### config.mk
export PLATFORM = sky130hd
export DESIGN_NAME = afuas_lane
export DESIGN_NICKNAME = d
export VERILOG_FILES = /design/src/rtl/core/afuas_pkg.sv /design/src/rtl/core/afuas_lane.sv
export SDC_FILE = /design/constraint.sdc
export NUM_CORES = 1
export LEC_CHECK = 0
export ABC_CLOCK_PERIOD_IN_PS = 15500
export BUFFER_PORTS_ARGS = -buffer_cell sky130_fd_sc_hd__buf_4
export CAP_MARGIN = 20
export CORE_MARGIN = 2
export CORE_UTILIZATION = 65
export DETAILED_ROUTE_END_ITERATION = 6
export PLACE_DENSITY = 0.82
export REMOVE_ABC_BUFFERS = 1
export SLEW_MARGIN = 0
export SYNTH_ARGS = -nofsm -noshare
export SYNTH_HDL_FRONTEND = slang
export SYNTH_SLANG_ARGS = --single-unit
### constraint.sdc
create_clock -name clk -period 15.5 [get_ports clk]
set_input_delay 1.55 -clock clk [delete_from_list [all_inputs] [get_ports clk]]
set_output_delay 1.55 -clock clk [all_outputs]
set_load 0.005 [all_outputs]
### src/rtl/core/afuas_pkg.sv
// Shared types, widths and scaling constants for the converter frame unpack,
// average and scale block. No dependencies; used by every module of the block.
`timescale 1ns / 1ps

package afuas_pkg;

	// Frame and sample geometry
	localparam int NUM_CH      = 8;
	localparam int CH_W        = $clog2(NUM_CH);
	localparam int RAW_W       = 18;
	localparam int OFS_W       = 10;
	localparam int SMP_W       = 19;
	localparam int AVG_W       = 20;
	localparam int CUR_W       = 14;
	localparam int FRAME_W     = 144;
	localparam int IN_TDATA_W  = 144;
	localparam int OUT_TDATA_W = 128;
	localparam int CFG_IDX_W   = 4;
	localparam int DEPTH_DEF   = 16;

	// Offset register reset values, channel 0 first
	localparam logic [OFS_W-1:0] OFS_RESET [NUM_CH] = '{
		10'h3F6, 10'h3F6, 10'h006, 10'h001, 10'h3FB, 10'h3FB, 10'h3F9, 10'h3FA
	};

	// Current scaling: Q16 gain and bias, then saturation
	localparam int CURX_W   = 32;
	localparam int CUR_MUL  = 2500;
	localparam int CUR_BIAS = 98304;
	localparam int CUR_SH   = 16;
	localparam int CUR_MIN  = -5020;
	localparam int CUR_MAX  = 5022;

	// Engineering values: working width, gain, bias, shift, limits
	localparam int WAT_X   = 19;
	localparam int WAT_W   = 15;
	localparam int WAT_K   = 25;
	localparam int WAT_C   = 9992;
	localparam int WAT_SH  = 4;
	localparam int WAT_MIN = -8466;
	localparam int WAT_MAX = 7220;

	localparam int AIR_X   = 21;
	localparam int AIR_W   = 20;
	localparam int AIR_K   = 125;
	localparam int AIR_C   = 49999;
	localparam int AIR_SH  = 1;
	localparam int AIR_MIN = -338625;
	localparam int AIR_MAX = 288813;

	localparam int PRS_X   = 18;
	localparam int PRS_W   = 16;
	localparam int PRS_K   = 15;
	localparam int PRS_C   = 5998;
	localparam int PRS_SH  = 2;
	localparam int PRS_MIN = -20318;
	localparam int PRS_MAX = 17330;

	localparam int TMP_X   = 33;
	localparam int TMP_W   = 17;
	localparam int TMP_K   = 520094;
	localparam int TMP_C   = 301583565;
	localparam int TMP_SH  = 16;
	localparam int TMP_MIN = -44426;
	localparam int TMP_MAX = 35246;

	// Stage enables from the sequencer to the lanes and the merge stage
	typedef struct packed {
		logic acc;
		logic mag;
		logic mul;
		logic corr;
		logic sgn;
		logic cur1;
		logic cur2;
		logic eng1;
		logic eng2;
	} ctl_t;

endpackage

### src/rtl/core/afuas_lane.sv
// One channel lane: offset add, moving-average history and running sum,
// rounded mean by reciprocal multiply, Q16 current scaling. Uses afuas_pkg.
`timescale 1ns / 1ps

module afuas_lane #(
	parameter int DEPTH = afuas_pkg::DEPTH_DEF
) (
	input  logic                                clk,
	input  logic                                arst_n,
	input  afuas_pkg::ctl_t                     ctl,
	input  logic [$clog2(DEPTH)-1:0]            slot,
	input  logic                                wrapped,
	input  logic [afuas_pkg::RAW_W-1:0]         raw,
	input  logic [afuas_pkg::OFS_W-1:0]         offset,
	output logic signed [afuas_pkg::CUR_W-1:0]  cur
);

	localparam int SMP_W  = afuas_pkg::SMP_W;
	localparam int AVG_W  = afuas_pkg::AVG_W;
	localparam int CUR_W  = afuas_pkg::CUR_W;
	localparam int CURX_W = afuas_pkg::CURX_W;
	localparam int CUR_SH = afuas_pkg::CUR_SH;
	localparam int SUM_W  = SMP_W + $clog2(DEPTH) + 1;
	localparam int N_W    = SUM_W + 2;
	localparam int DIV    = 2 * DEPTH;
	localparam int Q_W    = N_W - $clog2(DIV) + 1;
	localparam longint unsigned RECIP = (64'd1 << N_W) / DIV;
	localparam logic [Q_W-1:0] RECIP_C = Q_W'(RECIP);
	localparam int Y_W    = CURX_W - CUR_SH;

	logic signed [SMP_W-1:0]  hist_mem [DEPTH];
	logic signed [SMP_W-1:0]  rd_q;
	logic signed [SUM_W-1:0]  sum_q;

	logic signed [SMP_W-1:0]  smp;
	logic signed [SMP_W-1:0]  old_smp;
	logic signed [SUM_W:0]    sum_ext;
	logic signed [N_W-1:0]    num;
	logic [Q_W-1:0]           quo0;
	logic [N_W-1:0]           rem;
	logic signed [CURX_W-1:0] x_rnd;
	logic signed [Y_W-1:0]    y_cur;

	logic [N_W-1:0]           mag_s2, mag_s3;
	logic                     neg_s2, neg_s3, neg_s4;
	logic [N_W+Q_W-1:0]       prod_s3;
	logic [Q_W-1:0]           quo_s4;
	logic signed [AVG_W-1:0]  avg_s5;
	logic signed [CURX_W-1:0] x_s6;
	logic signed [CUR_W-1:0]  cur_s7;

	// Offset-corrected sample; history slots not yet written read as zero
	assign smp     = SMP_W'($signed(raw)) + SMP_W'($signed(offset));
	assign old_smp = wrapped ? rd_q : '0;
	assign sum_ext = (SUM_W+1)'(sum_q) + (SUM_W+1)'(smp) - (SUM_W+1)'(old_smp);

	// History memory: one write, one registered read at the current slot
	always_ff @(posedge clk) begin
		if (ctl.acc) begin
			hist_mem[slot] <= smp;
		end
		rd_q <= hist_mem[slot];
	end

	// Running sum of the history
	always_ff @(posedge clk or negedge arst_n) begin
		if (!arst_n) begin
			sum_q <= '0;
		end else if (ctl.acc) begin
			sum_q <= sum_ext[SUM_W-1:0];
		end
	end

	// Rounded mean: magnitude, reciprocal multiply, one-step correction, sign
	assign num  = (N_W'(sum_q) <<< 1) + N_W'(DEPTH);
	assign quo0 = prod_s3[N_W +: Q_W];
	assign rem  = mag_s3 - N_W'(quo0) * N_W'(DIV);

	always_ff @(posedge clk) begin
		if (ctl.mag) begin
			mag_s2 <= num[N_W-1] ? N_W'(-num) : N_W'(num);
			neg_s2 <= num[N_W-1];
		end
		if (ctl.mul) begin
			prod_s3 <= (N_W+Q_W)'(mag_s2) * (N_W+Q_W)'(RECIP_C);
			mag_s3  <= mag_s2;
			neg_s3  <= neg_s2;
		end
		if (ctl.corr) begin
			quo_s4 <= quo0 + Q_W'(rem >= N_W'(DIV));
			neg_s4 <= neg_s3;
		end
		if (ctl.sgn) begin
			avg_s5 <= neg_s4 ? -AVG_W'(quo_s4) : AVG_W'(quo_s4);
		end
	end

	// Current: Q16 gain and bias, truncate toward zero, saturate
	assign x_rnd = x_s6 + (x_s6[CURX_W-1] ? CURX_W'((1 << CUR_SH) - 1) : CURX_W'(0));
	assign y_cur = $signed(x_rnd[CURX_W-1:CUR_SH]);

	always_ff @(posedge clk) begin
		if (ctl.cur1) begin
			x_s6 <= CURX_W'(avg_s5) * CURX_W'(afuas_pkg::CUR_MUL)
				+ CURX_W'(afuas_pkg::CUR_BIAS);
		end
		if (ctl.cur2) begin
			if (y_cur < Y_W'(afuas_pkg::CUR_MIN)) begin
				cur_s7 <= CUR_W'(afuas_pkg::CUR_MIN);
			end else if (y_cur > Y_W'(afuas_pkg::CUR_MAX)) begin
				cur_s7 <= CUR_W'(afuas_pkg::CUR_MAX);
			end else begin
				cur_s7 <= y_cur[CUR_W-1:0];
			end
		end
	end

	assign cur = cur_s7;

endmodule

Word level (Yosys, flattened, before mapping)
Memory sizes are Yosys's and may differ from the RTL's. A register that Yosys moved wholly into a read port is not among the register bits.
Index checks and enable logic that the tools add are counted.
{"block": "word_totals", "word_cells": 35, "n_memories": 1, "ram_bits": 304, "reg_bits": 165, "inputBits": 44}
{"memory": "hist_mem", "depth": 16, "width": 19, "read_ports": 1, "rd_clocked_by_memory_dff": 1, "write_ports": 1, "line_no": "afuas_lane.sv:31", "text": "logic signed [SMP_W-1:0] hist_mem [DEPTH];"}
{"block": "op_classes", "n_addsub": 10, "order_cmp": 3, "mul": 1, "n_reduce_logical": 1, "n_mux": 7}
{"operator": "$add 32x17->32", "count": 1}
{"operator": "$add 32x18->32 const B", "count": 1}
{"operator": "$mul 20x11->30 const B", "count": 1}
{"operator": "$add 25x6->26 const B", "count": 1}
{"operator": "$ge 26x6->1 const B", "count": 1}
{"operator": "$neg 26->26", "count": 1}
{"operator": "$sub 26x26->26", "count": 1}
{"operator": "$mux 25", "count": 1}
{"operator": "$add 24x19->24", "count": 1}
{"operator": "$sub 24x19->24", "count": 1}
{"operator": "$add 20x1->20", "count": 1}
{"operator": "$mux 20", "count": 1}
{"operator": "$neg 20->20", "count": 1}
{"operator": "$add 18x10->19", "count": 1}
{"operator": "$mux 19", "count": 1}
{"operator": "$gt 16x14->1 const B", "count": 1}
{"operator": "$lt 16x14->1 const B", "count": 1}
{"operator": "$mux 16", "count": 1}
{"operator": "$mux 14", "count": 1}
{"operator": "$mux 1", "count": 2}
{"operator": "$reduce_or 2->1", "count": 1}

Logic depth before layout (Yosys ltp)
Gate-level depths: netlist of run 1.
{"block": "logic_depth", "depth_word": 4, "depth_mapped": 24, "ltp_nobuf": 23}

Worst setup path before layout of run 1
No wires, ideal clock.
{"block": "synth_path", "path_kind": "input-to-reg", "start": "input port offset[1] (netlist name)", "end": "register sum_q[23]", "slack_ns": 9.279, "cell_stages": 21, "arrival_time_ns": 6.097, "path_cell_list": "ha_1 a21o_1 a21oi_1 o21bai_1 a21oi_1 o21bai_1 a31o_2 a21o_1 and3_1 xor2_1 fa_1 ha_1 and3_1 a21bo_2 o211ai_1 and4_1 o31ai_1 o21ai_0 xnor2_1 nand2_1 xnor2_1"}
{"block": "synth_via", "elab_chain_cells": 3}
{"item": "start: declaration", "line_no": "afuas_lane.sv:14", "text": "input logic [afuas_pkg::OFS_W-1:0] offset,"}
{"item": "$add 18x10->19", "line_no": "afuas_lane.sv:53", "text": "assign smp = SMP_W'($signed(raw)) + SMP_W'($signed(offset));"}
{"item": "named net smp[15]", "line_no": "afuas_lane.sv:35", "text": "logic signed [SMP_W-1:0] smp;"}
{"item": "$add 24x19->24", "line_no": "afuas_lane.sv:55", "text": "assign sum_ext = (SUM_W+1)'(sum_q) + (SUM_W+1)'(smp) - (SUM_W+1)'(old_smp);"}
{"item": "$sub 24x19->24", "line_no": "afuas_lane.sv:55"}
{"item": "end signal: assignment", "line_no": "afuas_lane.sv:70", "text": "sum_q <= sum_ext[SUM_W-1:0];"}
{"item": "end: declaration", "line_no": "afuas_lane.sv:33", "text": "logic signed [SUM_W-1:0] sum_q;"}
The timed path passes the listed nets, and every way through them passes these cells.
A chain may end at the register's enable or synchronous reset.

Worst setup path in the final report of run 1
{"block": "layout_path", "start": "input port offset[0] (netlist name)", "end": "register sum_q[23]"}
{"block": "layout_via", "elab_chain_cells": 3}
{"item": "$add 18x10->19", "line_no": "afuas_lane.sv:53"}
{"item": "$add 24x19->24", "line_no": "afuas_lane.sv:55"}
{"item": "$sub 24x19->24", "line_no": "afuas_lane.sv:55"}
No other way between the ends.

==> impl_metrics.toml, run 1 <==
[run_status]
status = "complete, no violations"

[worst_setup_path]
crit_type = "in -> reg"
worst_setup_path_end_kind = "flip-flop"
worst_path_dominant_cell_family = "compound AO/OA/AOI/OAI gates"
crit_required_ns = 15.97
critical_path.startpoint_type = "input pin"
cp_num_buf_inv = 2
maximum_fanout_count_along_the_critical_path = 4
cp_cell_sequence = "buf_4, ha_1, fa_1, a211oi_1, o21bai_1, a21oi_1, xor2_1, fa_1, inv_1, ha_1, a21oi_1, o21ai_0, nand2_1, o211ai_1, and4_1, o31ai_1, o21ai_0, xnor2_1, nand2_1, xnor2_1"
cpMaxStageDelayCell = "sky130_fd_sc_hd__xor2_1"
cp_data_arrival_time_ns = 7.19
critical-path-max-stage-delay_ns = 0.57

[floorplanning]
floorplan.die.width_um = 200
die_h_um = 200
start_util = 0.662
placement_rows = 71
die_area_mm2 = 0.0400
io_pins = 58
core_box_area_mm2 = 0.0378

[global_routing]
grt_first_pass_wirelength_mm = 88.2
maximum_number_of_pins_on_one_net_before_global_route_repair = 54
antenna_found_initial = 0
grt_remaining_overflow = 0
first_global_vias = 15400
globalRouteTotalUtil = 0.302

[drt]
postRouteAntennaNets = 0
drc = 0
total_wirelength_of_the_detailed_routed_design_mm = 57.4
number_of_iterations_in_the_first_detailed_routing_pass = 6
drt_iter0_markers = 1427
detailroute.via_count = 15000
post_drt_wl_per_cell_um = 24.4
drt-vias-per-instance = 6.38

[final_layout]
drive_above_1_share = 0.168
diodes = 0
layout_commonest_cell = "sky130_fd_sc_hd__edfxtp_1"
num-nets-final = 2092
area.growth.synth_to_final_pct = 11.7
mostFrequentLayoutCells = "sky130_fd_sc_hd__edfxtp_1, sky130_fd_sc_hd__inv_1, sky130_fd_sc_hd__ha_1"

[min_path]
timing.hold.worst.class = "reg -> reg"

[placement]
port_buffers = 55
dp_hpwl_mm = 34.7
gp_weighted_congestion = 0.838

[synthesis]
synth.yosys.seq_area_share = 0.557
synth.yosys.warnings = 0
avgSynthCellArea_um2 = 14.5
async_flop_share = 0.0506
synth_seq_cells = 474
synth-edff-count = 431
dominantRegCellSynth = "sky130_fd_sc_hd__edfxtp_1"
ys_types = 78
syn-instance-count = 1719
netlist_area_mm2 = 0.0250

[clock_tree]
cts_tree = "built"
numCtsBuffers = 47
clockRootBuffer = "sky130_fd_sc_hd__clkbuf_16"
post_cts_buffers = 0
clock_sinks = 474
clock_slew_at_the_register_clock_pins_of_the_worst_setup_and_hold_paths_ns = 0.06
cts-root-to-sink-buffers = 3
htree_levels = 2
clk-insertion-delay-late_ns = 0.62
cts_hold_buf = 0
cts.repair.resized = 0

[sta]
shortest_period_the_worst_path_allows_ns = 6.72
setup_tns_ns = 0
timing.final.hold_violations = 0
final-max-slew-violation-count = 0
finalCritPeriodShare = 0.434
fmax_mhz = 149
worstMarginPinSlew_ns = 1.10
setup_viol_count_final = 0
grt_setup_unrepaired = "no"
max_slew_margin = 0.264
worst_clock_skew_ns = 0.0418

[run]
max_cap_violations = 0
==> cell families after synthesis <==
kind of cell    count (synthesis)  share of synthesized area
flops                         474                      0.557
simple gates                  308                     0.0650
fa+ha+maj                     244                      0.147
compound gates                233                     0.0606
buf+inv                       223                     0.0343
xor+xnor                      132                     0.0463
mux                           105                     0.0901
==> sequential cells by signal, indices dropped and copies added (netlist names) <==
signal	flops
sum_q	24
hist_mem	304
neg_s3	1
quo_s4	20
avg_s5	20
x_s6	30
mag_s3	20
neg_s2	1
rd_q	19
neg_s4	1
mag_s2	20
cur	14
==> metrics by stage <==
stage	utilization	hold slack (ns)	cells	setup WS, ns	instance area [um2]
finish	0.739	0.407	2354	8.78	27900
global route	0.739	0.416	2354	8.71	27900
CTS	0.738	0.409	2351	8.69	27900
detailed placement	0.691	0.405	2263	8.15	26100
global placement	0.690	0.403	2260	8.44	26100
floorplan	-	0.400	1675	9.30	24800
==> layout make-up <==
class,count,area [um2]
clock buffers,55,1240
clock inverters,33,523
fillers,2159,9850
inverters,179,672
multi-input cells,1022,10300
flip-flops and latches,474,13900
well taps,511,639
repair buffers,80,628
==> synthesized netlist by cell type, drive strengths merged (14+ instances only) <==
master / count / share of area
mux4: 95 / 0.086
edfxtp: 431 / 0.52
inv: 178 / 0.027
nand3: 30 / 0.0060
xor2: 36 / 0.013
fa: 81 / 0.065
nor3: 25 / 0.0052
nor2: 56 / 0.0084
nand2: 90 / 0.014
dfrtp: 24 / 0.024
dfxtp: 19 / 0.015
xnor2: 96 / 0.034
and3: 16 / 0.0040
a21oi: 64 / 0.013
ha: 163 / 0.082
and2: 14 / 0.0035
clkbuf: 27 / 0.0041
a21o: 18 / 0.0054
buf: 17 / 0.0034
o21ai: 59 / 0.012
==> per-layer routing <==
layer,GRT usage,part of all wire
met1,0.353,0.35
met2,0.531,0.52
met3,0.0568,0.077
met4,0.166,0.058
met5,0,0
==> worst paths after layout <==
path	to	slack, ns	startpoint	depth (start not counted)
worst max-delay path	sum_q[23]	8.78	offset[0]	20
worst min-delay path	quo_s4[14]	0.41	mag_s3[19]	0
worst max register to register	x_s6[31]	9.62	avg_s5[11]	18
worst min register to register	quo_s4[14]	0.41	mag_s3[19]	0
max in group asynchronous	sum_q[23]	14.34	arst_n	1
min in group asynchronous	sum_q[2]	0.87	arst_n	1
Power of run 1 is left out: the tool's default activity adds up to more than one toggle a clock period on the data nets, which glitch-free logic cannot reach.
==> run 2: changes to the inputs <==
- ABC_CLOCK_PERIOD_IN_PS: 15500 -> 5500
- CORE_UTILIZATION: 65 -> 57
- PLACE_DENSITY: 0.82 -> 0.77
- clock period: 15.5 -> 5.5 ns (I/O delays scaled with it)
==> impl_metrics.toml, run 2 (synthesis gave the netlist of run 1 again) <==
[run_status]
status = "complete, no violations"

[sta]
setup_viol_count_final = 0
max_slew_margin = 0.362
finalCritPeriodShare = 0.965
shortest_period_the_worst_path_allows_ns = 5.31
fmax_mhz = 188
worst_clock_skew_ns = 0.0423
fin_ws_ns = 0.191
hold-worst-slack_ns = 0.291
timing.final.hold_violations = 0
worstMarginPinSlew_ns = 0.956
final-max-slew-violation-count = 0

[floorplanning]
floorplan.die.width_um = 213
io_pins = 58
core_box_area_mm2 = 0.0432
start_util = 0.579
die_h_um = 213
placement_rows = 76
die_area_mm2 = 0.0455

[final_layout]
biggestRegsByFlops = "hist_mem: 304 flops, x_s6: 30 flops, sum_q: 24 flops"
area.growth.synth_to_final_pct = 15.4
num-nets-final = 2179
layout.core_utilization = 0.668
most_flops_register = "hist_mem"
largest_reg_flops = 304
mostFrequentLayoutCells = "sky130_fd_sc_hd__edfxtp_1, sky130_fd_sc_hd__inv_1, sky130_fd_sc_hd__buf_4"
drive_above_1_share = 0.221
layout_commonest_cell = "sky130_fd_sc_hd__edfxtp_1"
layout.cell_area.non_filler_mm2 = 0.0288

[drt]
detailroute.via_count = 14900
postRouteAntennaNets = 0
number_of_iterations_in_the_first_detailed_routing_pass = 5
post_drt_wl_per_cell_um = 21.1
drt_iter0_markers = 1238
drc = 0
total_wirelength_of_the_detailed_routed_design_mm = 53.1
drt-vias-per-instance = 5.91

[placement]
postPlaceCellArea_mm2 = 0.0267
port_buffers = 55
pre_cts_ws_ns = -0.0421
dp_hpwl_mm = 34.3
gp_weighted_congestion = 0.868

[global_routing]
grt_remaining_overflow = 0
first_global_vias = 15100
globalRouteTotalUtil = 0.239
antenna_found_initial = 0
grt_first_pass_wirelength_mm = 82.1
maximum_number_of_pins_on_one_net_before_global_route_repair = 56

[worst_setup_path]
cp_data_arrival_time_ns = 5.62
critical_path.startpoint_type = "flip-flop"
worst_setup_path_end_kind = "flip-flop"
regToRegSetupSlack_ns = 0.19
maximum_fanout_count_along_the_critical_path = 5
crit_required_ns = 5.81
crit_type = "reg -> reg"

[clock_tree]
clock_sinks = 474
cts_tree = "built"
clk-insertion-delay-late_ns = 0.61
htree_levels = 2
clock_slew_at_the_register_clock_pins_of_the_worst_setup_and_hold_paths_ns = 0.06
clockRootBuffer = "sky130_fd_sc_hd__clkbuf_16"
numCtsBuffers = 48
cts-root-to-sink-buffers = 3

[run]
max_cap_violations = 0

[min_path]
timing.hold.worst.class = "in -> reg"
run 2: layer usage:
layer / track usage / share of wire
met1: 0.299 / 0.38
met2: 0.418 / 0.51
met3: 0.0423 / 0.077
met4: 0.0922 / 0.038
met5: 0 / 0
run 2: stage by stage:
stage	setup TNS, ns	cells
final	0	2517
after floorplan	0	1675
after detailed placement	-0.0421	2405
after CTS	0	2496
after global placement	0	2405
after global routing	-0.0824	2516
run 2: final timing paths:
path,from,to,cells after the start
setup / recovery,avg_s5[9],x_s6[31],18
hold / removal,ctl[2],cur[10],1
hold reg to reg,mag_s2[15],mag_s3[15],0
max in group asynchronous,arst_n,sum_q[7],2
min in group asynchronous,arst_n,sum_q[21],2
setup reg to reg,avg_s5[9],x_s6[31],18
run 2: area by class of cell:
| type | instances | area, um2 |
|---|---|---|
| Clock inverter | 37 | 544 |
| Clock buffer | 53 | 1230 |
| Inverter | 179 | 672 |
| Tap cell | 585 | 732 |
| Antenna cell | 1 | 2.50 |
| Timing Repair Buffer | 166 | 1270 |
| Fill cell | 2902 | 14300 |
| Sequential cell | 474 | 13900 |
| Multi-Input combinational cell | 1022 | 10500 |
run 2: critical path, cell delays in order, from the launching register on:
cell and delay [ns]:
sky130_fd_sc_hd__edfxtp_1 0.46, sky130_fd_sc_hd__ha_1 0.35, sky130_fd_sc_hd__ha_1 0.31, sky130_fd_sc_hd__fa_1 0.51, sky130_fd_sc_hd__fa_1 0.55, sky130_fd_sc_hd__inv_1 0.06
sky130_fd_sc_hd__fa_1 0.53, sky130_fd_sc_hd__inv_1 0.04, sky130_fd_sc_hd__ha_2 0.36, sky130_fd_sc_hd__nand2_1 0.06, sky130_fd_sc_hd__nand2_1 0.09, sky130_fd_sc_hd__nand2_2 0.07
sky130_fd_sc_hd__or4_4 0.48, sky130_fd_sc_hd__o311ai_2 0.09, sky130_fd_sc_hd__and4bb_1 0.30, sky130_fd_sc_hd__nand4_1 0.11, sky130_fd_sc_hd__nor4_2 0.33, sky130_fd_sc_hd__a32oi_1 0.16
sky130_fd_sc_hd__xnor2_1 0.15
run 2: repair_timing:
action / CTS / global route
gates resized for setup: 0 / 38
hold buffers: 1 / 0
setup buffers: 0 / 20
hold endpoints to repair: 24 / 0
endpoints found under the setup margin: 0 / 6
Power of run 2 is left out for the same reason.
