--- src/rtl/core/afuas_pkg.sv ---
// Shared types, widths and scaling constants for the converter frame unpack,
// average and scale block. No dependencies; used by every module of the block.
`timescale 1ns / 1ps

package afuas_pkg;

	// Frame and sample geometry
	localparam int NUM_CH      = 8;
	localparam int CH_W        = $clog2(NUM_CH);
	localparam int RAW_W       = 18;
	localparam int OFS_W       = 10;
	localparam int SMP_W       = 19;
	localparam int AVG_W       = 20;
	localparam int CUR_W       = 14;
	localparam int FRAME_W     = 144;
	localparam int IN_TDATA_W  = 144;
	localparam int OUT_TDATA_W = 128;
	localparam int CFG_IDX_W   = 4;
	localparam int DEPTH_DEF   = 16;

	// Offset register reset values, channel 0 first
	localparam logic [OFS_W-1:0] OFS_RESET [NUM_CH] = '{
		10'h3F6, 10'h3F6, 10'h006, 10'h001, 10'h3FB, 10'h3FB, 10'h3F9, 10'h3FA
	};

	// Current scaling: Q16 gain and bias, then saturation
	localparam int CURX_W   = 32;
	localparam int CUR_MUL  = 2500;
	localparam int CUR_BIAS = 98304;
	localparam int CUR_SH   = 16;
	localparam int CUR_MIN  = -5020;
	localparam int CUR_MAX  = 5022;

	// Engineering values: working width, gain, bias, shift, limits
	localparam int WAT_X   = 19;
	localparam int WAT_W   = 15;
	localparam int WAT_K   = 25;
	localparam int WAT_C   = 9992;
	localparam int WAT_SH  = 4;
	localparam int WAT_MIN = -8466;
	localparam int WAT_MAX = 7220;

	localparam int AIR_X   = 21;
	localparam int AIR_W   = 20;
	localparam int AIR_K   = 125;
	localparam int AIR_C   = 49999;
	localparam int AIR_SH  = 1;
	localparam int AIR_MIN = -338625;
	localparam int AIR_MAX = 288813;

	localparam int PRS_X   = 18;
	localparam int PRS_W   = 16;
	localparam int PRS_K   = 15;
	localparam int PRS_C   = 5998;
	localparam int PRS_SH  = 2;
	localparam int PRS_MIN = -20318;
	localparam int PRS_MAX = 17330;

	localparam int TMP_X   = 33;
	localparam int TMP_W   = 17;
	localparam int TMP_K   = 520094;
	localparam int TMP_C   = 301583565;
	localparam int TMP_SH  = 16;
	localparam int TMP_MIN = -44426;
	localparam int TMP_MAX = 35246;

	// Stage enables from the sequencer to the lanes and the merge stage
	typedef struct packed {
		logic acc;
		logic mag;
		logic mul;
		logic corr;
		logic sgn;
		logic cur1;
		logic cur2;
		logic eng1;
		logic eng2;
	} ctl_t;

endpackage

--- src/rtl/core/afuas_merge.sv ---
// Merge stage: turns lane currents into water flow, air flow, air pressure
// and the two temperatures, with saturation. Uses afuas_pkg.
`timescale 1ns / 1ps

module afuas_merge (
	input  logic                                clk,
	input  afuas_pkg::ctl_t                     ctl,
	input  logic signed [afuas_pkg::CUR_W-1:0]  cur [afuas_pkg::NUM_CH],
	output logic signed [afuas_pkg::WAT_W-1:0]  water_flow,
	output logic signed [afuas_pkg::AIR_W-1:0]  air_flow,
	output logic signed [afuas_pkg::PRS_W-1:0]  air_pressure,
	output logic signed [afuas_pkg::TMP_W-1:0]  inlet_temp,
	output logic signed [afuas_pkg::TMP_W-1:0]  outlet_temp
);

	localparam int WAT_X = afuas_pkg::WAT_X;
	localparam int AIR_X = afuas_pkg::AIR_X;
	localparam int PRS_X = afuas_pkg::PRS_X;
	localparam int TMP_X = afuas_pkg::TMP_X;
	localparam int WAT_W = afuas_pkg::WAT_W;
	localparam int AIR_W = afuas_pkg::AIR_W;
	localparam int PRS_W = afuas_pkg::PRS_W;
	localparam int TMP_W = afuas_pkg::TMP_W;
	localparam int WAT_SH = afuas_pkg::WAT_SH;
	localparam int AIR_SH = afuas_pkg::AIR_SH;
	localparam int PRS_SH = afuas_pkg::PRS_SH;
	localparam int TMP_SH = afuas_pkg::TMP_SH;

	logic signed [WAT_X-1:0] wat_s8, wat_s9, wat_rnd;
	logic signed [AIR_X-1:0] air_s8, air_s9, air_rnd;
	logic signed [PRS_X-1:0] prs_s8, prs_s9, prs_rnd;
	logic signed [TMP_X-1:0] tin_s8, tin_s9, tin_rnd;
	logic signed [TMP_X-1:0] tout_s8, tout_s9, tout_rnd;
	logic signed [WAT_W-1:0] wat_y;
	logic signed [AIR_W-1:0] air_y;
	logic signed [PRS_W-1:0] prs_y;
	logic signed [TMP_W-1:0] tin_y, tout_y;

	// Gain, then bias
	always_ff @(posedge clk) begin
		if (ctl.eng1) begin
			wat_s8  <= WAT_X'(cur[0]) * WAT_X'(afuas_pkg::WAT_K);
			air_s8  <= AIR_X'(cur[1]) * AIR_X'(afuas_pkg::AIR_K);
			prs_s8  <= PRS_X'(cur[3]) * PRS_X'(afuas_pkg::PRS_K);
			tin_s8  <= TMP_X'(cur[5]) * TMP_X'(afuas_pkg::TMP_K);
			tout_s8 <= TMP_X'(cur[4]) * TMP_X'(afuas_pkg::TMP_K);
		end
		if (ctl.eng2) begin
			wat_s9  <= wat_s8 - WAT_X'(afuas_pkg::WAT_C);
			air_s9  <= air_s8 - AIR_X'(afuas_pkg::AIR_C);
			prs_s9  <= prs_s8 - PRS_X'(afuas_pkg::PRS_C);
			tin_s9  <= tin_s8 - TMP_X'(afuas_pkg::TMP_C);
			tout_s9 <= tout_s8 - TMP_X'(afuas_pkg::TMP_C);
		end
	end

	// Divide by a power of two with truncation toward zero
	assign wat_rnd  = wat_s9 + (wat_s9[WAT_X-1] ? WAT_X'((1 << WAT_SH) - 1) : WAT_X'(0));
	assign air_rnd  = air_s9 + (air_s9[AIR_X-1] ? AIR_X'((1 << AIR_SH) - 1) : AIR_X'(0));
	assign prs_rnd  = prs_s9 + (prs_s9[PRS_X-1] ? PRS_X'((1 << PRS_SH) - 1) : PRS_X'(0));
	assign tin_rnd  = tin_s9 + (tin_s9[TMP_X-1] ? TMP_X'((1 << TMP_SH) - 1) : TMP_X'(0));
	assign tout_rnd = tout_s9 + (tout_s9[TMP_X-1] ? TMP_X'((1 << TMP_SH) - 1) : TMP_X'(0));

	assign wat_y  = $signed(wat_rnd[WAT_X-1:WAT_SH]);
	assign air_y  = $signed(air_rnd[AIR_X-1:AIR_SH]);
	assign prs_y  = $signed(prs_rnd[PRS_X-1:PRS_SH]);
	assign tin_y  = $signed(tin_rnd[TMP_X-1:TMP_SH]);
	assign tout_y = $signed(tout_rnd[TMP_X-1:TMP_SH]);

	// Saturate to the stated ranges
	always_comb begin
		water_flow = wat_y;
		if (wat_y < WAT_W'(afuas_pkg::WAT_MIN)) water_flow = WAT_W'(afuas_pkg::WAT_MIN);
		if (wat_y > WAT_W'(afuas_pkg::WAT_MAX)) water_flow = WAT_W'(afuas_pkg::WAT_MAX);

		air_flow = air_y;
		if (air_y < AIR_W'(afuas_pkg::AIR_MIN)) air_flow = AIR_W'(afuas_pkg::AIR_MIN);
		if (air_y > AIR_W'(afuas_pkg::AIR_MAX)) air_flow = AIR_W'(afuas_pkg::AIR_MAX);

		air_pressure = prs_y;
		if (prs_y < PRS_W'(afuas_pkg::PRS_MIN)) air_pressure = PRS_W'(afuas_pkg::PRS_MIN);
		if (prs_y > PRS_W'(afuas_pkg::PRS_MAX)) air_pressure = PRS_W'(afuas_pkg::PRS_MAX);

		inlet_temp = tin_y;
		if (tin_y < TMP_W'(afuas_pkg::TMP_MIN)) inlet_temp = TMP_W'(afuas_pkg::TMP_MIN);
		if (tin_y > TMP_W'(afuas_pkg::TMP_MAX)) inlet_temp = TMP_W'(afuas_pkg::TMP_MAX);

		outlet_temp = tout_y;
		if (tout_y < TMP_W'(afuas_pkg::TMP_MIN)) outlet_temp = TMP_W'(afuas_pkg::TMP_MIN);
		if (tout_y > TMP_W'(afuas_pkg::TMP_MAX)) outlet_temp = TMP_W'(afuas_pkg::TMP_MAX);
	end

endmodule

--- config.mk ---
export PLATFORM = sky130hd
export DESIGN_NAME = afuas_merge
export DESIGN_NICKNAME = d
export VERILOG_FILES = /design/src/rtl/core/afuas_pkg.sv /design/src/rtl/core/afuas_merge.sv
export SDC_FILE = /design/constraint.sdc
export NUM_CORES = 1
export LEC_CHECK = 0
export BUFFER_PORTS_ARGS = -buffer_cell sky130_fd_sc_hd__clkbuf_2
export CAP_MARGIN = 25
export CORE_MARGIN = 5
export CORE_UTILIZATION = 25
export CTS_BUF_LIST = sky130_fd_sc_hd__clkbuf_4 sky130_fd_sc_hd__clkbuf_8 sky130_fd_sc_hd__clkbuf_16
export CTS_CLUSTER_SIZE = 14
export DETAILED_ROUTE_END_ITERATION = 8
export MAX_ROUTING_LAYER = met4
export SETUP_SLACK_MARGIN = 0.4
export SYNTH_ARGS = -nofsm -noshare
export SYNTH_HDL_FRONTEND = slang
export SYNTH_SLANG_ARGS = --single-unit
--- constraint.sdc ---
create_clock -name clk -period 14.35 [get_ports clk]
set_clock_uncertainty 0.05 [all_clocks]
set_input_delay 0.7175 -clock clk [delete_from_list [all_inputs] [get_ports clk]]
set_output_delay 0.7175 -clock clk [all_outputs]
set_load 0.005 [all_outputs]
Yosys cells after proc, flatten, opt, wreduce, memory -nomap -nowiden

Index checks and enable logic that the tools add are counted.

Register bits after elaboration: 246
Latch bits: 0
Memory bits (writable): 0
ROM bits: 0
Input bits: 122
Output and inout port bits: 85
Word-level logic and storage cells: 50
Memories: 0

Add/sub/neg operators: 10
$mul: 5
Divide/modulo/power cells: 0
Order comparisons: 10
Equal/unequal tests: 0
Shifts and indexed selects: 0
Mux-type cells: 15
Bitwise logic cells: 0
Reduce and logical (&&, ||, !) cells: 0

Operators by type and width:

| operator                                                                           | count |
|---|---|
| 17-bit two-way mux                                                                 | 4 |
| 33-bit by 17-bit adder with 33-bit output                                          | 2 |
| 33-bit by 30-bit subtractor with 33-bit output (second input constant)             | 2 |
| 14-bit by 19-bit multiplier with 32-bit output (second input constant)             | 2 |
| 16-bit two-way mux                                                                 | 4 |
| 20-bit two-way mux                                                                 | 2 |
| 17-bit greater-than comparator (second input constant)                             | 2 |
| 17-bit < comparator (second input constant)                                        | 2 |
| 15-bit two-way mux                                                                 | 2 |
| 21-bit by 2-bit adder with 21-bit output                                           | 1 |
| 14-bit by 8-bit multiplier with 21-bit output (second input constant)              | 1 |
| 21-bit by 17-bit subtractor with 21-bit output (second input constant)             | 1 |
| 20-bit greater-than comparator (second input constant)                             | 1 |
| 20-bit < comparator (second input constant)                                        | 1 |
| 19-bit by 5-bit adder with 19-bit output                                           | 1 |
| 14-bit by 6-bit multiplier with 19-bit output (second input constant)              | 1 |
| 19-bit by 15-bit subtractor with 19-bit output (second input constant)             | 1 |
| 18-bit by 3-bit adder with 18-bit output                                           | 1 |
| 14-bit by 5-bit multiplier with 18-bit output (second input constant)              | 1 |
| 18-bit by 14-bit subtractor with 18-bit output (second input constant)             | 1 |
| 16-bit greater-than comparator (second input constant)                             | 1 |
| 16-bit < comparator (second input constant)                                        | 1 |
| 15-bit by 14-bit greater-than comparator with 1-bit output (second input constant) | 1 |
| 15-bit < comparator (second input constant)                                        | 1 |
| 3 further kinds                                                                    | 3 |

Longest topological paths before layout

Gate-level depths: netlist of run 1.

Depth in word-level cells: 5
Gate-level depth with buffers: 23
Mapped depth without buffers: 22

Least setup slack after synthesis of run 1

OpenSTA, ideal clock, no wires.

Kind: input port to flip-flop
Start point: in cur[30] (netlist name)
End point: reg tin_s8[32], data pin
Setup time: 0.258 ns
Arrival time: 6.193 ns
Data required time: 14.042 ns
Path slack: 7.850 ns
Cell stages on the path: 20
Path buffers: 0
Cells stage by stage: fa_1 inv_1 fa_1 inv_1 fa_1 fa_1 fa_1 inv_1 fa_1 inv_1 ha_1 a2111oi_0 inv_1 o221ai_1 nor4_1 nor2_1 o211ai_1 and2_1 a221o_1 xnor2_1

Longest elaborated chain between the ends: 1

Ends and longest elaborated chain:

| element                                        | line              | source |
|---|---|---|
| start, declared                                | afuas_merge.sv:8  | `input logic signed [afuas_pkg::CUR_W-1:0] cur [afuas_pkg::NUM_CH],` |
| 14-bit by 19-bit multiplier with 32-bit output | afuas_merge.sv:45 | `tin_s8 <= TMP_X'(cur[5]) * TMP_X'(afuas_pkg::TMP_K);` |
| end signal, assigned                           | afuas_merge.sv:45 |  |
| end, declared                                  | afuas_merge.sv:32 | `logic signed [TMP_X-1:0] tin_s8, tin_s9, tin_rnd;` |

Every way passes these cells.
A chain may end at the register's enable or synchronous reset.

Worst setup path after layout of run 1

Ends and elaborated chain as after synthesis.

==> results of run 1 <==
## cell families after synthesis
kind of cell / count (synthesis)
AOI/OAI and AO/OA: 479
xor gates and xnor gates: 297
adders and majority gates: 699
buffers and inverters: 462
DFF: 244
muxes: 11
and+or+nand+nor: 644
## flip-flops by register name (all words and copies together), names as in the netlist
signal	count
tin_s8	32
wat_s9	19
tout_s9	32
tin_s9	32
air_s8	21
prs_s9	18
prs_s8	18
tout_s8	32
wat_s8	19
air_s9	21
## area by class of cell
| cell class | count | share of cell area |
|---|---|---|
| antenna | 12 | 0.000926 |
| clock buffer | 33 | 0.0211 |
| tap | 1524 | 0.0588 |
| sequential | 244 | 0.226 |
| clock inverter | 12 | 0.00347 |
| multi-input combinational | 2130 | 0.615 |
| timing repair buffer | 159 | 0.0250 |
| inverter | 434 | 0.0502 |
## cells in the final DEF (no fill, tap or decap), drive strengths merged, types with 31 or more instances in the layout
cell type,instances
a21o,42
nand2b,37
clkbuf,188
a21oi,142
fa,277
xnor2,178
and3,33
ha,422
edfxtp,244
nor3,48
o21ai,98
nand3,77
inv,437
nand2,142
nor2,160
xor2,119
a211oi,31
## worst min path at each step
stage	from	slack (ns)	end	cells past startpoint
final	cur[56]	0.30	prs_s8[0]	1
after global routing	cur[56]	0.27	prs_s8[0]	1
after CTS	cur[56]	0.25	prs_s8[0]	1
after detailed placement	wat_s8[2]	0.36	wat_s9[2]	0
after global placement	wat_s8[2]	0.35	wat_s9[2]	0
after floorplan	prs_s8[0]	0.35	prs_s9[0]	0
## through the flow
stage	setup WS, ns	instance area [µm²]
after global routing	7.16	32400
after detailed placement	7.01	31600
after CTS	7.60	32400
final	7.53	32400
after floorplan	7.85	29000
after global placement	7.05	31600
## cell usage after synthesis (5+ instances only)
cell type	instances
a2111oi_0	6
o31a_1	5
nand4_1	30
nor3_1	48
nand2b_1	37
clkbuf_1	20
mux2i_1	9
a211oi_1	30
edfxtp_1	244
nor2b_1	11
and3_1	30
o21a_1	15
a31o_2	9
inv_1	434
and2_1	19
nand2_1	142
nor4_1	17
o22ai_1	9
nor3b_1	9
fa_1	277
o21ai_0	95
xor2_1	119
or2_2	11
ha_1	422
nand3_1	75
o211ai_1	18
o21bai_1	18
xnor2_1	178
or3_1	23
a21boi_0	11
a21oi_1	140
a21o_1	42
a31oi_1	13
nor2_1	159
o31ai_1	9
o41ai_1	5
## layer usage
| metal | wire (µm) | vias to the layer above | part of all wire | GRT usage |
|---|---|---|---|---|
| li1 | - | 10100 | - | - |
| met1 | 27300 | 9285 | 0.45 | 0.126 |
| met2 | 29300 | 283 | 0.48 | 0.176 |
| met3 | 2900 | 83 | 0.047 | 0.0150 |
| met4 | 1620 | 0 | 0.027 | 0.0299 |
| met5 | 0 | - | 0 | - |
==> run summary, run 1 <==
The logs give 852 for the number of DRC markers after the initial detailed-route iteration and 0.102 for the total routing resource utilization after global routing. The most critical setup path has its endpoint at tin_s8[32]. The number of clock sinks was 244.

Fraction of layout cells with a size suffix above 1: 0.0840. The critical path starts at cur[30]. The tools report the core outline area as 116000 µm².

The critical path contains buffers and inverters numbering 6 combined. The number of antenna violations at the first check in global routing is 14, and the biggest cell delay along the critical path is 0.75 ns. Setup repair after global routing left no endpoint under its margin.

Adding up every negative setup slack in the final design gives 0 ns. The startpoint kind of the worst setup timing path is a primary input. The number of vias per cell after detailed routing works out to 4.35. The proportion of synthesized chip area in sequential cells is 0.253, and the number of buffers inserted to repair setup after CTS is 0.

Counting flops with a built-in enable in the synthesized netlist gives 244. The endpoint of the most critical register-to-register path was tout_s9[32]. The total CTS buffers is 25, and the number of top-level pins is 207. The tools report the post-synthesis cell type count as 91. The run gives 12100 as the fill cell instance count of the final layout. In the post-synthesis netlist, the biggest area contributors are edfxtp_1 25%, fa_1 19%, ha_1 18%, inv_1 5.6%, xnor2_1 5.4%. The tools report the area of the die as 123000 µm². In the synthesized netlist, the number of instances is 2836.

In this run the core area contains 125 standard-cell rows. In the final routed layout, each cell accounts on average for 13.4 µm. The count of nets left with antenna violations once routing finished came out at 0.

The mapped netlist covers 29000 µm². For this run, the number of Yosys warnings is 0. The HPWL after detailed placement is 53200 µm. Area occupied by multi-input gates: 19900 µm².

The number of max-slew violations in the final report came out at 0. By instance count, the cell type seen most on the critical path is fa_1. The run gives 20000 as the number of global-route vias before repair. The final period demand of the worst path was 6.82 ns; the relative area change from synthesis to final layout was 11.8%. The main combinational cell family by area after synthesis was adder cells. Launch point of the worst reg-to-reg path: tout_s8[3].

The simple-gate area share of the yosys netlist was 0.111; the worst reg-to-reg path cell count was 9. The number of placed cells counting well taps is 4491, and the instance count on the critical path is 21. Area of all sequential standard cells: 7330 µm². The cell family contributing the most delay on the critical path is adder cells. The number of maximum-capacitance constraint violations is 0, and the mean post-synth cell area is 10.2 µm². For this run, the post-layout net count is 3815. The routed layout has 19800 vias. The number of hold violations in the final report is 0.

Post-route non-filler standard cell count: 4548. The final core utilization is 0.280, and the synthesized-area fraction occupied by ao, oa, aoi and oai cells is 0.109. Mux cell area share after synthesis: 0.00388. Buffers placed on the I/O ports in this run total 157. Summed over all layers, the routed wires come to 61100 µm.

The floorplan step set the die height to 351 µm. The run finished with clean final reports. In the routed design, unresolved DRC markers number 0. At the pin with the least slew margin, the transition time is 1.05 ns. The first detailed-routing pass ran for 5 iterations. The first global-routing pass estimated 101000 µm of wire. The run gives 0.251 as the effective utilization at floorplan. The share of the synthesized area in the top cell type is 0.253. The cell type of the slowest stage on the worst timing path was fa_1. The dominant register cell in the synthesized netlist is edfxtp_1. TritonCTS built the clock tree.

The number of levels in the clock H-tree was 1; the post-synthesis share of cell area spent on xor and xnor gates was 0.0897. The critical path start-end classification is in -> reg. The maximum clock insertion buffer count is 3. The adder-cell share of the synthesized area was 0.373.

The data arrival time at the worst-slack endpoint is 7.06 ns. Along the worst path, the maximum fanout reaches 5. The die is 351 µm wide. The number of hold buffers added after CTS was 0. The post-synth net total is 3657, and the slack of the worst reg-to-reg path is 10.98 ns. Required time of the critical path: 14.59 ns. Final weighted congestion of routability-driven global placement: 0.885. The cell type with the highest aggregate area in the netlist is edfxtp_1. The max-slew headroom at the worst pin was 0.297; the peak clock frequency supported by timing was 147 MHz. Hold timing on the final database bottoms out at a slack of 0.300 ns. The class of the tightest hold or removal check is in -> reg.

The number of failing setup endpoints in the final timing report is 0, and the maximum number of pins on one net before global-route repair is 67. In this run the clock root is driven by a clkbuf_16. The clock-pin slew of the registers on the worst-case setup and hold paths is 0.06 ns, and the global-route congestion overflow total is 0. Walking the worst path, the cells encountered are clkbuf_2 -> fa_1 -> inv_1 -> fa_1 -> inv_1 -> fa_1 -> fa_1 -> fa_1 -> inv_1 -> fa_1 -> inv_1 -> ha_1 -> a2111oi_0 -> inv_1 -> o221ai_1 -> nor4_1 -> nor2_1 -> o211ai_1 -> and2_1 -> a221o_1 -> xnor2_1. STA classifies the critical path endpoint as a flip-flop.

The share of the clock period used by the worst path works out to 0.475. After synthesis the netlist holds a flip-flop and latch count of 244. The number of gates resized after CTS was 0. The fraction of synthesis flops using an asynchronous set or reset pin was 0. For the clock latency reported for the late side of the worst-skew pair, the log shows 0.56 ns.
Power of run 1 is not shown: default switching activity piles up to over one toggle a cycle in this logic, so the estimate is an artifact.
==> run 2, diff against run 1 <==
clock period = 6.4 ns   (was 14.35 ns; I/O delays follow)
==> run summary, run 2 (synthesis gave the netlist of run 1 again) <==
The number of top-level pins was 207 (unchanged); the fraction of layout cells with a size suffix above 1 was 0.105 (+0.0215). The number of hold violations in the final report is 0 (unchanged), and the area of all sequential standard cells is 7330 µm² (unchanged). First-pass GRT wire length: 104000 µm (+3.3%). For the final total negative setup slack, the log shows 0 ns (unchanged). TritonCTS built the clock tree. For the worst hold slack, the log shows 0.0475 ns (-0.253 ns).

Setup repair after global routing left no endpoint under its margin. The max-slew headroom at the worst pin is 0.298 (+0.000843), and the maximum clock insertion buffer count is 3 (unchanged). The most common library cell in the layout ignoring fill and taps was inv_1.

The number of buffers and inverters on the critical path came out at 7 (+1). The number of buffer cells added on primary ports was 157 (unchanged); the final period demand of the worst path was 5.75 ns. Among cell families on the critical path, the largest total delay comes from adder cells. The maximum number of pins on one net before global-route repair is 81 (+21%). Final standard cell area without fillers: 33000 µm² (+1.7%). The run gives 0.251 (unchanged) as the effective utilization at floorplan.

The data arrival time at the worst-slack endpoint was 5.99 ns (-1.07 ns). Final weighted congestion of routability-driven global placement: 0.913 (+3.1%). The number of failing setup endpoints in the final timing report was 0 (unchanged); the number of antenna violations at the first check in global routing was 11 (-3). The area of the die was 123000 µm² (unchanged). Clock tree synthesis selected as its root buffer the cell clkbuf_16. The number of vias per cell after detailed routing is 4.37 (+0.41%), and the clock latency reported for the late side of the worst-skew pair is 0.55 ns (about the same). For the global-route congestion overflow total, the log shows 0 (unchanged).

Number of antenna-violating nets in the routed design: 0 (unchanged). The share of the clock period used by the worst path was 0.898. Area occupied by multi-input gates: 20000 µm² (+0.17%).

The placed standard-cell area is 32100 µm² (+1.5%), and the via count is 20100 (+1.8%). The slowest stage of the critical path is the fa_2 cell. For the number of clock sinks, the log shows 244 (unchanged).

Critical path start-end classification: in -> reg. The required time of the critical path came out at 6.64 ns (-7.95 ns). Counting stages on the worst path, the most repeated cell is fa_1. For the worst setup slack after placement, the log shows -0.213 ns (-7.23 ns). The pin slew with the least headroom to its limit is 1.05 ns (-0.00126 ns), and the peak clock frequency supported by timing is 174 MHz. The biggest cell delay along the critical path is 0.66 ns (-0.09 ns).

The wire length per cell was 13.8 µm (+2.5%); the number of design rule violations left after detail routing was 0 (unchanged). The number of maximum-capacitance constraint violations is 0 (unchanged), and the number of instances on the worst hold path is 1 (unchanged). The clock-pin slew of the registers on the worst-case setup and hold paths is 0.06 ns (about the same), and the number of max-slew violations in the final report is 0 (unchanged).

In the layout the commonest cells are 434 x inv_1, 422 x ha_1, 275 x fa_1, 244 x edfxtp_1, 178 x xnor2_1. Number of iterations in the first detailed-routing pass: 6 (+1). The floorplan die height is 351 µm (unchanged).

For the total number of placement rows, the log shows 125 (unchanged). The number of nets in the finished design was 3886 (+1.9%). For the smallest setup slack after layout, the log shows 0.651 ns (-6.88 ns). Kind of end point of the critical path: a flip-flop. The core outline area was 116000 µm² (unchanged). For the number of DRC markers after the initial detailed-route iteration, the log shows 995 (+17%).

The total CTS buffers was 25 (unchanged); the instance count on the critical path was 23 (+9.5%). The tools report the total wirelength of the detailed-routed design as 63500 µm (+3.9%). The run gives 0.106 (+0.00391) as the total routing resource utilization after global routing. The startpoint kind of the worst setup timing path was a primary input.

Walking the worst path, the cells encountered are clkbuf_2 -> fa_2 -> inv_1 -> fa_1 -> fa_1 -> inv_1 -> fa_1 -> fa_1 -> inv_1 -> fa_1 -> inv_1 -> ha_1 -> buf_4 -> o21ai_0 -> nand2b_1 -> a41o_1 -> o211ai_1 -> buf_4 -> a211oi_2 -> nor3_2 -> o41ai_2 -> a21oi_1 -> xnor2_1. The number of levels in the clock H-tree was 1 (unchanged). In this run the worst hold path is classified as in -> reg. The tools report the number of global-route vias before repair as 20600 (+2.9%). The peak fanout along the critical path is 5 (unchanged), and the relative area change from synthesis to final layout is 13.7%. The logs give 12000 (-0.65%) for the fill cell instance count of the final layout and 55100 µm (+3.7%) for the placed wire-length estimate after detailed placement. The horizontal extent of the die was 351 µm (unchanged); the worst reg-to-reg path cell count was 9 (unchanged). The run finished with clean final reports.
[run 2: timing repair]
item	4_1_cts	5_1_grt
endpoints found under the setup margin	1	2
buffers inserted	1	1
gates resized for setup	1	4
pin swaps	1	2
endpoints found under the hold margin	5	0
hold buffers	5	0
[run 2: final cells by class]
type                       count  share of cell area
clock buffer                  31              0.0203
multi-input combinational   2130               0.605
timing repair buffer         230              0.0415
inverter                     434              0.0494
sequential                   244               0.222
antenna                        8            0.000607
tap                         1524              0.0578
clock inverter                12             0.00326
[run 2: worst paths after layout]
check | start | end | slack, ns
max | cur[53] | tout_s8[32] | 0.65
min | cur[85] | air_s8[1] | 0.05
max reg2reg | tout_s8[3] | tout_s9[32] | 2.93
min reg2reg | wat_s8[0] | wat_s9[0] | 0.36
[run 2: per-stage QoR]
step | cells | utilization
after floorplan | 2836 | -
after CTS | 4603 | 0.284
after global placement | 4554 | 0.277
final | 4613 | 0.285
after global routing | 4613 | 0.285
after detailed placement | 4554 | 0.277
[run 2: layer usage]
metal / vias up / wire length [µm] / GRT usage
met5: - / 0 / -
met4: 0 / 1650 / 0.0287
met3: 94 / 3220 / 0.0178
met2: 274 / 30700 / 0.184
met1: 9514 / 27900 / 0.129
li1: 10300 / - / -
[run 2: worst register-to-register path, delay by kind of cell, from the launching register on]
kind	cells	cell delay, ns
DFF	1	0.46
and+or+nand+nor	3	0.55
xor gates and xnor gates	1	0.12
AOI/OAI and AO/OA	5	2.06
Power of run 2 is left out for the same reason.
==> run 3, diff against run 2 <==
CELL_PAD_IN_SITES_DETAIL_PLACEMENT = 0   (was default)
CELL_PAD_IN_SITES_GLOBAL_PLACEMENT = 1   (was default)
PLACE_DENSITY_LB_ADDON = 0.1   (was default)
RECOVER_POWER = 25   (was default)
SKIP_CTS_REPAIR_TIMING = 1   (was default)
==> run summary, run 3 (synthesis gave the netlist of run 1 again) <==
The run finished, with violations left. The checks that failed: capacitance limit, slew limit. The fill cell instance count of the final layout is 12200 (+1.1%). The met1 track demand over resource in global routing is 0.162 (+0.0331). Clock latency reported for the late side of the worst-skew pair: 0.56 ns (about the same). The number of maximum-capacitance constraint violations came out at 2 (+2). The wire length per cell was 15.0 µm (+8.9%). In the layout the commonest cells are 434 x inv_1, 421 x ha_1, 273 x fa_1, 244 x edfxtp_1, 178 x xnor2_1. The clock-pin slew of the registers on the worst-case setup and hold paths is 0.07 ns (about the same), and the number of hold violations in the final report is 0 (unchanged). The fraction of layout cells with a size suffix above 1 was 0.0989 (-0.00663).

The peak fanout along the critical path is 5 (unchanged). Startpoint kind of the worst setup timing path: a primary input. The number of vias per cell after detailed routing came out at 4.33 (-0.93%). Share of the clock period used by the worst path: 0.905 (+0.00628).

The number of placed cells counting well taps is 4536 (-0.40%), and the number of design rule violations left after detail routing is 0 (unchanged). The pin slew with the least headroom to its limit was 3.30 ns (+2.25 ns). Traced cell by cell, the critical path runs through clkbuf_1 -> ha_1 -> buf_4 -> fa_1 -> inv_1 -> fa_1 -> inv_1 -> fa_1 -> fa_1 -> inv_1 -> fa_1 -> inv_1 -> ha_1 -> a21o_1 -> a21oi_1 -> o211ai_1 -> or3_1 -> o2111ai_1 -> nand3_1 -> a31oi_1 -> o21ai_0 -> xor2_1.

Among cell families on the critical path, the largest total delay comes from adder cells. The core outline area is 116000 µm² (unchanged), and the number of global-route vias before repair is 21300 (+3.3%). The required time of the critical path was 6.65 ns (about the same); the number of DRC markers after the initial detailed-route iteration was 793 (-20%). Floorplan die height: 351 µm (unchanged).

The tools report the number of nets in the finished design as 3867 (-0.49%). Cell type of the slowest stage on the worst timing path: fa_1. Area of all sequential standard cells: 7330 µm² (unchanged). Setup repair after global routing could not meet its margin everywhere. The placed wire-length estimate after detailed placement was 60500 µm (+9.7%). The logs give 0.188 (+0.00394) for the met2 demand-to-capacity share in global routing and 114000 µm (+9.6%) for the first-pass GRT wire length. The area of the die is 123000 µm² (unchanged), and the global-route congestion overflow total is 0 (unchanged). Effective utilization at floorplan: 0.251 (unchanged). The final period demand of the worst path came out at 5.79 ns (+0.0402 ns). The number of max-slew violations in the final report came out at 104 (+104). Counting stages on the worst path, the most repeated cell is fa_1. The tools report the met3 capacity usage during global routing as 0.00895 (-0.00885). The number of failing setup endpoints in the final timing report came out at 0 (unchanged).

The path class of the tightest hold or removal check is in -> reg. The data arrival time at the worst-slack endpoint was 6.04 ns (+0.05 ns). For the total number of placement rows, the log shows 125 (unchanged). The setup path with the least slack is of type in -> reg.

The kind of end point of the critical path is a flip-flop. The number of buffer cells added on primary ports is 157 (unchanged), and the area occupied by multi-input gates is 20000 µm² (about the same). For the total wirelength of the detailed-routed design, the log shows 68900 µm (+8.4%). The cell at the root of the clock tree was clkbuf_16. The peak clock frequency supported by timing is 173 MHz (-0.69%), and the number of levels in the clock H-tree is 1 (unchanged). The biggest cell delay along the critical path is 0.60 ns (-0.06 ns), and the number of antenna violations at the first check in global routing is 2 (-9).

The total CTS buffers is 27 (+8.0%), and the final weighted congestion of routability-driven global placement is 0.823 (-9.9%). The tools report the number of top-level pins as 207 (unchanged). The number of buffers and inverters on the critical path came out at 6 (-1).

The run gives 19900 (-1.4%) as the via count. The global-route layer with the greatest usage is met2. The run gives 4 (-2) as the number of iterations in the first detailed-routing pass.

The tools report the number of clock sinks as 244 (unchanged). The maximum number of pins on one net before global-route repair was 80 (-1.2%). The number of antenna-violating nets in the routed design is 0 (unchanged). TritonCTS built the clock tree. The horizontal extent of the die was 351 µm (unchanged). The run gives 0.116 (+0.0101) as the total routing resource utilization after global routing.

The most common library cell in the layout ignoring fill and taps is inv_1. The maximum clock insertion buffer count is 3 (unchanged), and the relative area change from synthesis to final layout is 13.4%. The final total negative setup slack is 0 ns (unchanged), and the max-slew headroom at the worst pin is -1.20 (-1.50).

The run gives 4591 (-0.48%) as the post-route non-filler standard cell count.
## run 3: cell count changes in the layout (fill, tap and decap cells not counted), sizes merged, moves of 2 or more
cell    delta
buf       -23
diode      -6
clkinv     +4
bufinv     +3
inv        -2
## run 3: metal layers
layer	part of all wire	routed length [µm]
met5	0	0
met4	0.017	1190
met3	0.025	1720
met2	0.45	31300
met1	0.50	34700
## run 3: area by class of cell
class	instances	area share
clock buffer	30	0.0212
inverter	434	0.0495
antenna	2	0.000152
sequential	244	0.223
multi-input combinational	2130	0.607
timing repair buffer	209	0.0357
clock inverter	18	0.00604
tap	1524	0.0579
## run 3: path summary, 6_finish.rpt
path,from,cells after the start,endpoint,slack (ns)
setup / recovery,cur[42],22,tout_s8[31],0.61
hold reg to reg,prs_s8[0],0,prs_s9[0],0.37
hold / removal,cur[101],2,wat_s8[3],0.08
setup reg to reg,tout_s8[3],9,tout_s9[32],3.16
## run 3: through the flow
stage,utilization,instance area [µm²],setup slack [ns],hold slack (ns)
after floorplan,-,29000,0.420,0.350
after global routing,0.284,32900,0.252,0.0425
final,0.284,32900,0.611,0.0778
after global placement,0.276,32000,0.0111,0.355
after detailed placement,0.276,32000,0.00150,0.358
after CTS,0.284,32900,0.621,-0.127
Power of run 3 is left out for the same reason.
